--- src/hw/rtl/pos_pkg.sv ---
// Shared types and constants of the power output sequencer.
package pos_pkg;

  localparam int SETTLE_W = 8;
  localparam int WAIT_W   = 16;
  localparam int CFG_IDX_W = 3;
  localparam int CFG_DATA_W = 16;

  // Configuration register indexes
  localparam logic [CFG_IDX_W-1:0] CFG_PRESENT_ACTIVE_HIGH  = 3'd0;
  localparam logic [CFG_IDX_W-1:0] CFG_PRESENT_FLOATING     = 3'd1;
  localparam logic [CFG_IDX_W-1:0] CFG_FORCE_ENABLE         = 3'd2;
  localparam logic [CFG_IDX_W-1:0] CFG_FORCE_VALUE          = 3'd3;
  localparam logic [CFG_IDX_W-1:0] CFG_SETTLE_PRESENT_EFUSE = 3'd4;
  localparam logic [CFG_IDX_W-1:0] CFG_SETTLE_CHARGE_OK     = 3'd5;
  localparam logic [CFG_IDX_W-1:0] CFG_WAIT_STEPS           = 3'd6;

  typedef enum logic [2:0] {
    ST_OFF     = 3'd0,
    ST_TIMER   = 3'd1,
    ST_PGWAIT  = 3'd2,
    ST_ON      = 3'd3,
    ST_COMMOFF = 3'd4
  } seq_state_t;

  // Filtered pin levels
  typedef struct packed {
    logic present;
    logic charge;
    logic efuse;
  } levels_t;

  // Sequencer controls taken from the configuration registers
  typedef struct packed {
    logic              present_floating;
    logic              force_enable;
    logic [WAIT_W-1:0] wait_steps;
  } seq_cfg_t;

  // Sequencer status handed to the result register
  typedef struct packed {
    logic [2:0] state;
    logic       out_on;
    logic       init;
  } seq_status_t;

endpackage

--- src/hw/rtl/pos_pin_filter.sv ---
// Two-counter settle filter for one pin level.
module pos_pin_filter
  import pos_pkg::*;
#(
  parameter int COUNT_WIDTH = 8
) (
  input  logic                clk,
  input  logic                rst_n,
  input  logic                tick,
  input  logic                lvl,
  input  logic [SETTLE_W-1:0] settle,
  output logic                level,
  output logic                level_nxt
);

  localparam int LW = (COUNT_WIDTH > SETTLE_W) ? COUNT_WIDTH : SETTLE_W;

  logic [1:0][COUNT_WIDTH-1:0] cnt_r, cnt_nxt;
  logic                        level_r;
  logic [COUNT_WIDTH-1:0]      cnt_sel;
  logic [LW-1:0]               cmax, settle_ext, lim;

  assign cmax       = LW'({COUNT_WIDTH{1'b1}});
  assign settle_ext = LW'(settle);
  // clip the settle count to what the counter can hold
  assign lim        = (settle_ext > cmax) ? cmax : settle_ext;
  assign cnt_sel    = cnt_r[lvl];

  always_comb begin
    cnt_nxt   = cnt_r;
    level_nxt = level_r;
    if (tick) begin
      if (LW'(cnt_sel) < lim) begin
        cnt_nxt[lvl] = cnt_sel + 1'b1;
      end else if (level_r != lvl) begin
        level_nxt     = lvl;
        cnt_nxt[~lvl] = '0;
      end
    end
  end

  always_ff @(posedge clk) begin
    if (!rst_n) begin
      cnt_r   <= '0;
      level_r <= 1'b0;
    end else begin
      cnt_r   <= cnt_nxt;
      level_r <= level_nxt;
    end
  end

  assign level = level_r;

endmodule

--- src/hw/rtl/pos_seq.sv ---
// Five-state power output sequencer with step countdown.
module pos_seq
  import pos_pkg::*;
(
  input  logic        clk,
  input  logic        rst_n,
  input  logic        step,
  input  levels_t     lv,
  input  logic        comms,
  input  seq_cfg_t    cfg,
  output seq_status_t status_nxt
);

  seq_state_t        state_r, state_nxt;
  logic              out_on_r, out_on_nxt;
  logic [WAIT_W-1:0] countdown_r, countdown_nxt;
  logic              init;
  logic              link_ok;
  seq_state_t        drop_state;

  assign link_ok    = lv.present & lv.charge;
  assign drop_state = cfg.present_floating ? ST_COMMOFF : ST_OFF;

  always_ff @(posedge clk) begin
    if (!rst_n) begin
      state_r     <= ST_OFF;
      out_on_r    <= 1'b0;
      countdown_r <= '0;
    end else begin
      state_r     <= state_nxt;
      out_on_r    <= out_on_nxt;
      countdown_r <= countdown_nxt;
    end
  end

  always_comb begin
    state_nxt     = state_r;
    out_on_nxt    = out_on_r;
    countdown_nxt = countdown_r;
    init          = 1'b0;
    if (step) begin
      case (state_r)
        ST_TIMER: begin
          if (!link_ok) begin
            state_nxt  = drop_state;
            out_on_nxt = 1'b0;
          end else if (countdown_r != '0) begin
            countdown_nxt = countdown_r - 1'b1;
          end else if (lv.efuse) begin
            state_nxt  = ST_ON;
            out_on_nxt = 1'b1;
          end else begin
            state_nxt  = ST_PGWAIT;
            out_on_nxt = 1'b0;
          end
        end
        ST_PGWAIT: begin
          if (!link_ok) begin
            state_nxt  = drop_state;
            out_on_nxt = 1'b0;
          end else if (lv.efuse) begin
            state_nxt  = ST_ON;
            out_on_nxt = 1'b1;
          end
        end
        ST_ON: begin
          if (!link_ok) begin
            state_nxt  = drop_state;
            out_on_nxt = 1'b0;
          end else if (!lv.efuse) begin
            state_nxt  = ST_PGWAIT;
            out_on_nxt = 1'b0;
          end
        end
        ST_COMMOFF: begin
          if (link_ok && (comms || cfg.force_enable)) begin
            state_nxt     = ST_TIMER;
            out_on_nxt    = 1'b1;
            countdown_nxt = cfg.wait_steps;
            init          = 1'b1;
          end
        end
        default: begin
          state_nxt = ST_OFF;
          if (link_ok) begin
            state_nxt     = ST_TIMER;
            out_on_nxt    = 1'b1;
            countdown_nxt = cfg.wait_steps;
            init          = 1'b1;
          end
        end
      endcase
    end
  end

  assign status_nxt.state  = state_nxt;
  assign status_nxt.out_on = out_on_nxt;
  assign status_nxt.init   = init;

endmodule

--- src/hw/rtl/power_output_sequencer_unit.sv ---
// Top level of the power output sequencer: pin filters, sequencer, I/O registers.
//
//  channel | direction | handshake              | payload
//  --------+-----------+------------------------+-----------------------------------------
//  in_     | input     | in_valid / in_stall    | mode, present/charge_ok/efuse pins, comms
//  out_    | output    | out_valid / out_stall  | seq_state, switch_on, ready_res, ...
//  cfg_    | input     | cfg_valid / cfg_ready  | cfg_index (3 bits), cfg_data (16 bits)
//
// One transaction per cycle sustained while out_stall is low; each passes through the input
// register, then the filter and sequencer update as it moves into the result register.
// The state update is a single short compare-and-increment pass.
// rst_n is synchronous: counters, filtered levels and the sequencer go to off/zero and
// the configuration registers to their documented defaults. cfg_ready is always high.
// A stalled result holds; the input register keeps accepting until it too is full.
module power_output_sequencer_unit
  import pos_pkg::*;
#(
  parameter int COUNT_WIDTH = 8
) (
  input  logic                  clk,
  input  logic                  rst_n,
  // input channel
  input  logic                  in_valid,
  output logic                  in_stall,
  input  logic                  in_mode,
  input  logic                  in_present_pin,
  input  logic                  in_charge_ok_pin,
  input  logic                  in_efuse_good_pin,
  input  logic                  in_comms_detected,
  // result channel
  output logic                  out_valid,
  input  logic                  out_stall,
  output logic [2:0]            out_seq_state,
  output logic                  out_switch_on,
  output logic                  out_ready_res,
  output logic                  out_charger_init,
  output logic                  out_present_level,
  output logic                  out_efuse_level,
  // configuration write channel
  input  logic                  cfg_valid,
  output logic                  cfg_ready,
  input  logic [CFG_IDX_W-1:0]  cfg_index,
  input  logic [CFG_DATA_W-1:0] cfg_data
);

  // configuration registers
  logic                present_active_high_r;
  logic                present_floating_r;
  logic                force_enable_r;
  logic                force_value_r;
  logic [SETTLE_W-1:0] settle_present_efuse_r;
  logic [SETTLE_W-1:0] settle_charge_ok_r;
  logic [WAIT_W-1:0]   wait_steps_r;

  assign cfg_ready = 1'b1;

  always_ff @(posedge clk) begin
    if (!rst_n) begin
      present_active_high_r  <= 1'b1;
      present_floating_r     <= 1'b0;
      force_enable_r         <= 1'b0;
      force_value_r          <= 1'b0;
      settle_present_efuse_r <= SETTLE_W'(2);
      settle_charge_ok_r     <= SETTLE_W'(1);
      wait_steps_r           <= WAIT_W'(100);
    end else if (cfg_valid && cfg_ready) begin
      case (cfg_index)
        CFG_PRESENT_ACTIVE_HIGH:  present_active_high_r  <= cfg_data[0];
        CFG_PRESENT_FLOATING:     present_floating_r     <= cfg_data[0];
        CFG_FORCE_ENABLE:         force_enable_r         <= cfg_data[0];
        CFG_FORCE_VALUE:          force_value_r          <= cfg_data[0];
        CFG_SETTLE_PRESENT_EFUSE: settle_present_efuse_r <= cfg_data[SETTLE_W-1:0];
        CFG_SETTLE_CHARGE_OK:     settle_charge_ok_r     <= cfg_data[SETTLE_W-1:0];
        CFG_WAIT_STEPS:           wait_steps_r           <= cfg_data[WAIT_W-1:0];
        default: ; // drop writes to unused indexes
      endcase
    end
  end

  // input register
  logic in_vld_r;
  logic mode_r, ppin_r, cpin_r, epin_r, comms_r;
  logic out_vld_r;
  logic adv;      // input register moves into the result register
  logic tick, step;

  assign adv      = in_vld_r && (!out_vld_r || !out_stall);
  assign in_stall = in_vld_r && !adv;

  always_ff @(posedge clk) begin
    if (!rst_n) begin
      in_vld_r <= 1'b0;
    end else if (in_valid && !in_stall) begin
      in_vld_r <= 1'b1;
    end else if (adv) begin
      in_vld_r <= 1'b0;
    end
  end

  // payload: load on accept, hold otherwise
  always_ff @(posedge clk) begin
    if (in_valid && !in_stall) begin
      mode_r  <= in_mode;
      ppin_r  <= in_present_pin;
      cpin_r  <= in_charge_ok_pin;
      epin_r  <= in_efuse_good_pin;
      comms_r <= in_comms_detected;
    end
  end

  assign tick = adv && !mode_r;
  assign step = adv && mode_r;

  // present level after polarity and debug override
  logic pres_raw;
  assign pres_raw = force_enable_r ? force_value_r : (ppin_r == present_active_high_r);

  levels_t lv, lv_nxt;

  pos_pin_filter #(.COUNT_WIDTH(COUNT_WIDTH)) u_present_filt (
    .clk       (clk),
    .rst_n     (rst_n),
    .tick      (tick),
    .lvl       (pres_raw),
    .settle    (settle_present_efuse_r),
    .level     (lv.present),
    .level_nxt (lv_nxt.present)
  );

  pos_pin_filter #(.COUNT_WIDTH(COUNT_WIDTH)) u_charge_filt (
    .clk       (clk),
    .rst_n     (rst_n),
    .tick      (tick),
    .lvl       (cpin_r),
    .settle    (settle_charge_ok_r),
    .level     (lv.charge),
    .level_nxt (lv_nxt.charge)
  );

  pos_pin_filter #(.COUNT_WIDTH(COUNT_WIDTH)) u_efuse_filt (
    .clk       (clk),
    .rst_n     (rst_n),
    .tick      (tick),
    .lvl       (epin_r),
    .settle    (settle_present_efuse_r),
    .level     (lv.efuse),
    .level_nxt (lv_nxt.efuse)
  );

  seq_cfg_t    seq_cfg;
  seq_status_t seq_st;

  assign seq_cfg.present_floating = present_floating_r;
  assign seq_cfg.force_enable     = force_enable_r;
  assign seq_cfg.wait_steps       = wait_steps_r;

  // levels do not move on a step, so the sequencer reads the current ones
  pos_seq u_seq (
    .clk        (clk),
    .rst_n      (rst_n),
    .step       (step),
    .lv         (lv),
    .comms      (comms_r),
    .cfg        (seq_cfg),
    .status_nxt (seq_st)
  );

  // result register
  logic [2:0] res_state_r;
  logic       res_out_on_r, res_ready_r, res_init_r, res_present_r, res_efuse_r;

  always_ff @(posedge clk) begin
    if (!rst_n) begin
      out_vld_r <= 1'b0;
    end else if (adv) begin
      out_vld_r <= 1'b1;
    end else if (!out_stall) begin
      out_vld_r <= 1'b0;
    end
  end

  // capture the post-update view of the transaction
  always_ff @(posedge clk) begin
    if (adv) begin
      res_state_r   <= seq_st.state;
      res_out_on_r  <= seq_st.out_on;
      res_init_r    <= seq_st.init;
      res_ready_r   <= lv_nxt.charge;
      res_present_r <= lv_nxt.present;
      res_efuse_r   <= lv_nxt.efuse;
    end
  end

  assign out_valid         = out_vld_r;
  assign out_seq_state     = res_state_r;
  assign out_switch_on     = res_out_on_r;
  assign out_ready_res     = res_ready_r;
  assign out_charger_init  = res_init_r;
  assign out_present_level = res_present_r;
  assign out_efuse_level   = res_efuse_r;

endmodule
--- config.mk ---
export PLATFORM = sky130hd
export DESIGN_NAME = power_output_sequencer_unit
export DESIGN_NICKNAME = d
export VERILOG_FILES = /design/src/hw/rtl/pos_pkg.sv /design/src/hw/rtl/pos_pin_filter.sv /design/src/hw/rtl/pos_seq.sv /design/src/hw/rtl/power_output_sequencer_unit.sv
export SDC_FILE = /design/constraint.sdc
export NUM_CORES = 1
export LEC_CHECK = 0
export BUFFER_PORTS_ARGS = -buffer_cell sky130_fd_sc_hd__buf_4
export CORE_MARGIN = 4
export CORE_UTILIZATION = 50
export CTS_CLUSTER_DIAMETER = 100
export CTS_CLUSTER_SIZE = 24
export DETAILED_ROUTE_END_ITERATION = 7
export GPL_TIMING_DRIVEN = 0
export PLACE_DENSITY = 0.74
export SLEW_MARGIN = 15
export SYNTH_ARGS = -nofsm -noshare
export SYNTH_HDL_FRONTEND = slang
export SYNTH_SLANG_ARGS = --single-unit
--- constraint.sdc ---
create_clock -name clk -period 4.4 [get_ports clk]
set_input_delay 0.22 -clock clk [delete_from_list [all_inputs] [get_ports clk]]
set_output_delay 0.22 -clock clk [all_outputs]
set_load 0.03 [all_outputs]
; Yosys cells after proc, flatten, opt, wreduce, memory -nomap -nowiden
; Cells that the tools add are included.
[totals]
reg_bits = 122
inputBits = 29
wordCells = 195
[classes]
add_sub_neg = 4
order_cmp = 17
n_eq_ne = 18
muxes = 74
n_bitwise = 11
n_reduce_logical = 39
[ops]
columns = cell, n
row1 = 16-bit two-way mux, 10
row2 = 8-bit two-way mux, 14
row3 = 16-bit AND, 3
row4 = 16-bit bitwise mux, 3
row5 = 8-bit demux with 1-bit select, 6
row6 = 16-bit NOT, 3
row7 = 16-bit one-hot mux with 3 select lines, 1
row8 = 1-bit two-way mux, 28
row9 = 3-bit two-way mux, 9
row10 = "8-bit by 1-bit adder with 8-bit output, second input constant", 3
row11 = 8-bit less-than comparator, 3
row12 = 2-bit AND reduction, 10
row13 = "8-bit greater-than comparator, second input constant", 2
row14 = 16-bit nonzero test, 1
row15 = "16-bit by 1-bit subtractor with 16-bit output, second input constant", 1
row16 = "3-bit by 2-bit equality test with 1-bit output, second input constant", 4
row17 = "3-bit equality test, second input constant", 4
row18 = 1-bit logical AND, 12
row19 = "1-bit by 2-bit less-than comparator with 1-bit output, second input constant", 6
row20 = 3-bit one-hot mux with 4 select lines, 1
row21 = 2-bit nonzero test, 5
row22 = "2-bit by 1-bit != test with 1-bit output, second input constant", 4
row23 = "3-bit by 1-bit equality test with 1-bit output, second input constant", 2
row24 = "1-bit >= comparator, second input constant", 6
row25 = 12 further kinds, 22

; Longest topological paths before layout
[depth]
depth_word = 11
mapped_depth = 13
depth_no_buf = 11

; Hierarchy
; Synthesis repeated with hierarchy kept, for this count alone.
[unflattened]
cells_unflattened = 836
hier_area_um2 = 7225.7
[by_module_without_submodules]
columns = module, n_inst, cells_per_inst, area_per_inst_um2, seq_area_each_um2
row1 = pos_pin_filter, 3, 159, 1268.7, 340.3
row2 = power_output_sequencer_unit, 1, 175, 1975.6, 1151.1
row3 = pos_seq, 1, 184, 1443.9, 400.4

; Worst setup path after synthesis
; OpenSTA, ideal clock, no wires.
[synth_timing]
kind = register -> register
start = register cpin_r
end = register u_charge_filt.cnt_r[11] (netlist bit)
arrival_ps = 2921
required_time_ps = 4283
slack_ps = 1362
stages_incl_launch_ff = 10
n_path_buf = 2
period_less_slack_ps = 3038
path_cell_list = edfxtp_1 -> buf_2 -> clkbuf_1 -> mux2_2 -> ha_1 -> and4_1 -> a221o_1 -> nor2_1 -> mux2_2 -> a32o_1
[synth_between]
elab_chain_len = 9
[synth_rtl]
columns = element, line_no
row1 = from (decl), power_output_sequencer_unit.sv:82  ; logic mode_r, ppin_r, cpin_r, epin_r, comms_r;
row2 = from (signal assigned), power_output_sequencer_unit.sv:105  ; cpin_r <= in_charge_ok_pin;
row3 = branches (longest 9 deep; another with 8-bit by 1-bit adder with 8-bit output), n/a
row4 = to (signal assigned), pos_pin_filter.sv:47  ; cnt_r <= cnt_nxt;
row5 = to (decl), pos_pin_filter.sv:18  ; logic [1:0][COUNT_WIDTH-1:0] cnt_r, cnt_nxt;
; Parallel ways; which one is timed is not known. The select of a mux whose other input is x is not followed.
; A chain may end at the register's enable or synchronous reset.

; Worst setup path after layout
[layout_timing]
start = register cpin_r
end = register u_charge_filt.cnt_r[12] (netlist bit)
; Same word-level chain as after synthesis.

==> results.tsv <==
stage	metric	value	unit
status	status	completed	
floorplanning	I/O Pins	40	
synth	largest area contributor in the netlist	dfxtp_1	
clock_network	clock tree buffer depth	2	
finish	ant diodes	0	
floorplanning	Die W	122	um
setup_path	Worst Setup Path Type	reg -> reg	
sta	final hold vios	0	
place	pre-CTS WS	904	ps
place	DP HPWL	12100	um
floorplanning	row count	41	
synth	Yosys top cell area share	33.5	%
synth	Seq cells post-synth	122	
finish	Finished Cell Area	0.00759	mm^2
grt	antenna violations before repair	0	
sta	Final Max Slew Viols	0	
grt	grt ovf	0	
sta	Least-Margin Pin Slew	859	ps
synth	Netlist cell types	68	
setup_path	data arrival time of the worst path	3850	ps
clock_network	CTS tree	done	
routing	DR WL/cell	16.6	um
synth	Syn Area/Cell	8.23	um^2
synth	Post-synth EDFFs	13	
pwr	P_leak	2.90	nW
setup_path	Slowest-stage cell, CP	mux2_2	
pwr	Peak supply drop	222	uV
floorplanning	full die area	0.0149	mm^2
routing	total wire length	17100	um
routing	DR DRC count	0	
synth	Post-Syn Area	0.00650	mm^2
finish	Multi-input gate area	0.00364	mm^2
setup_path	Data required, critical path	4700	ps
routing	drt pass-1 iters	5	
grt	largest net degree at the start of global routing	17	
min_path	Worst Hold Class	in -> reg	
finish	most frequent cells in the layout	nand2_1 (156), dfxtp_1 (109), a21oi_1 (64), nor2_1 (51), buf_4 (38)	
sta	crit share post-route	80.7	%
finish	commonest non-fill, non-tap cell in the layout	nand2_1	
finish	share of cells above drive strength 1	12.6	%
sta	final setup fails	0	
routing	initial drt markers	495	
finish	FILL cells	1132	
setup_path	Crit path largest cell delay	460	ps
clock_network	CTS Root Cell	clkbuf_16	
place	I/O Buffers	37	
finish	area delta synth->final	16.7	%
floorplanning	Core ar.	0.0127	mm^2
clock_network	H-tree Lvls	4	
min_path	beginning of the worst hold path	in_valid	
sta	RSZ-0062 raised after global routing	false	
grt	first-pass GRT wire length	27700	um
clock_network	# hold bufs at CTS	5	
setup_path	worst flop-to-flop path startpoint	cpin_r$_DFFE_PP_	
routing	antenna viol nets, final	0	
floorplanning	Initial Util	51.3	%
setup_path	Max Fanout on Critical Path	10	
synth	Seq/Total Area, Yosys	39.5	%
grt	Tot GR Track Use	23.6	%
finish	register area	0.00257	mm^2
clock_network	CTS-repair resized insts	0	
sta	Slew headroom	42.3	%
clock_network	worst skew pair latency	420	ps
synth	Cells after Synth	790	
routing	Vias/cell	5.76	
sta	clock skew	7.49	ps
floorplanning	Die H	122	um
finish	Final nets	906	
clock_network	clock-pin slew on the worst setup and hold paths	50	ps
grt	vias in the first global route	5519	
clock_network	total CTS buffers	17	
synth	post-synthesis async set-or-reset flop share	0	%
setup_path	startpoint types	register	
sta	setup tns final	0	ps
synth	Synth warnings	0	
clock_network	clock sinks	122	
synth	Area contributors post-synth	dfxtp_1 (34%), nand2_1 (9.0%), edfxtp_1 (6.0%)	
place	placed instance area	0.00701	mm^2
setup_path	worst-path cell chain	buf_2, clkbuf_1, mux2_2, ha_1, and4_1, a221o_1, nor2_1, mux2_2, a32o_1	
place	RePlAce Congestion	0.863	
setup_path	CP most frequent cell	mux2_2	
pwr	P per Cell Area	342	mW/mm^2
setup_path	CP endpoint kind	register	
routing	Vias	5961	
sta	f_max	0.282	GHz
sta	Final Worst Setup Slack	851	ps
synth	Syn Nets	845	
flow_run	maxcap violations	0	
sta	Tmin final	3550	ps
setup_path	critical path launch point	cpin_r$_DFFE_PP_	
synth	Main synth FF type	dfxtp_1	
clock_network	Post CTS Setup Buffer Count	0	
-- worst paths after layout --
path,cells after the start,to,slack (ps)
worst min register to register,2,settle_charge_ok_r[4]$_SDFFE_PN0P_,450
worst min-delay path,3,in_vld_r$_SDFFE_PN0P_,20
worst max-delay path,9,u_charge_filt.cnt_r[12]$_SDFFE_PN0P_,850
worst max register to register,9,u_charge_filt.cnt_r[12]$_SDFFE_PN0P_,850
-- report_power, final --
group | internal (mW) | switching (mW)
logic | 0.0644 | 0.115
clock network | 0.784 | 0.475
registers | 1.14 | 0.0114
total | 1.99 | 0.602
-- state kept, by name, summed over array words and instances, names as in the netlist, 3 cells and up --
name	count
u_present_filt.cnt_r	16
wait_steps_r	16
u_charge_filt.cnt_r	16
settle_charge_ok_r	8
out_seq_state	3
settle_present_efuse_r	8
u_seq.state_r	3
u_efuse_filt.cnt_r	16
u_seq.countdown_r	16
-- kinds of logic after synthesis --
| logic type | Yosys count | share of synthesized area, % |
|---|---|---|
| and+or+nand+nor | 332 | 23.6 |
| other | 1 | 0.0576 |
| AOI/OAI and AO/OA | 186 | 19.1 |
| muxes | 34 | 5.79 |
| adders and majority gates | 26 | 5.00 |
| xor gates and xnor gates | 16 | 2.15 |
| buffers and inverters | 73 | 4.69 |
| DFF | 122 | 39.5 |
-- synthesized netlist by cell type, types with 3 or more instances --
cell	number
o22ai_1	14
nor3_1	17
a32o_1	14
nand4_1	7
mux2_2	15
o2bb2ai_1	14
a21oi_1	64
nor2_1	51
o21ai_0	24
a21o_1	14
inv_1	32
o21a_1	3
or2_2	4
a211oi_1	5
nand3b_1	5
nand3_1	34
and3_1	8
a31oi_1	4
nor3b_1	6
buf_2	10
ha_1	26
dfxtp_1	109
a2bb2o_1	3
nand2_1	156
nand2b_1	10
clkbuf_1	26
xnor2_1	11
or3_1	7
xor2_1	5
and2_1	7
mux2i_1	16
a31o_2	3
nor2b_1	4
nor4_1	5
edfxtp_1	13
-- area by class of cell --
cell class,instances,area share [%]
multi-input cells,595,48.0
flip-flops and latches,122,33.9
clock buffers,27,6.76
repair buffers,42,4.32
well taps,172,2.84
plain buffers,41,2.44
inverters,32,1.58
clock inverters,3,0.198
-- per-layer routing --
metal | vias to the layer above | share of wire (%) | GRT usage [%]
li1 | 2933 | - | -
met2 | 218 | 47 | 38.0
met5 | - | 0 | 0
met3 | 29 | 6.2 | 4.97
met1 | 2781 | 45 | 31.5
met4 | 0 | 1.9 | 8.12
-- worst max-delay path: cells and delay by family (launching register included) --
kind,cells,cell delay [ps]
AND/OR/NAND/NOR,2,460
flip-flops,1,420
AO/OA/AOI/OAI,2,710
multiplexers,2,890
adder cells (fa/ha/maj),1,290
buffers and inverters,2,660
-- metrics by stage --
step	util, %	hold WS, ps	total power, mW	instances
3_3_place_gp	55.2	398	1.35	999
2_1_floorplan	-	319	1.28	790
4_1_cts	59.9	14.7	2.60	1034
3_5_place_dp	55.3	400	1.35	999
6_report	59.9	16.6	2.59	1034
5_1_grt	59.9	27.6	2.67	1034
(Power assumes the default switching activity.)
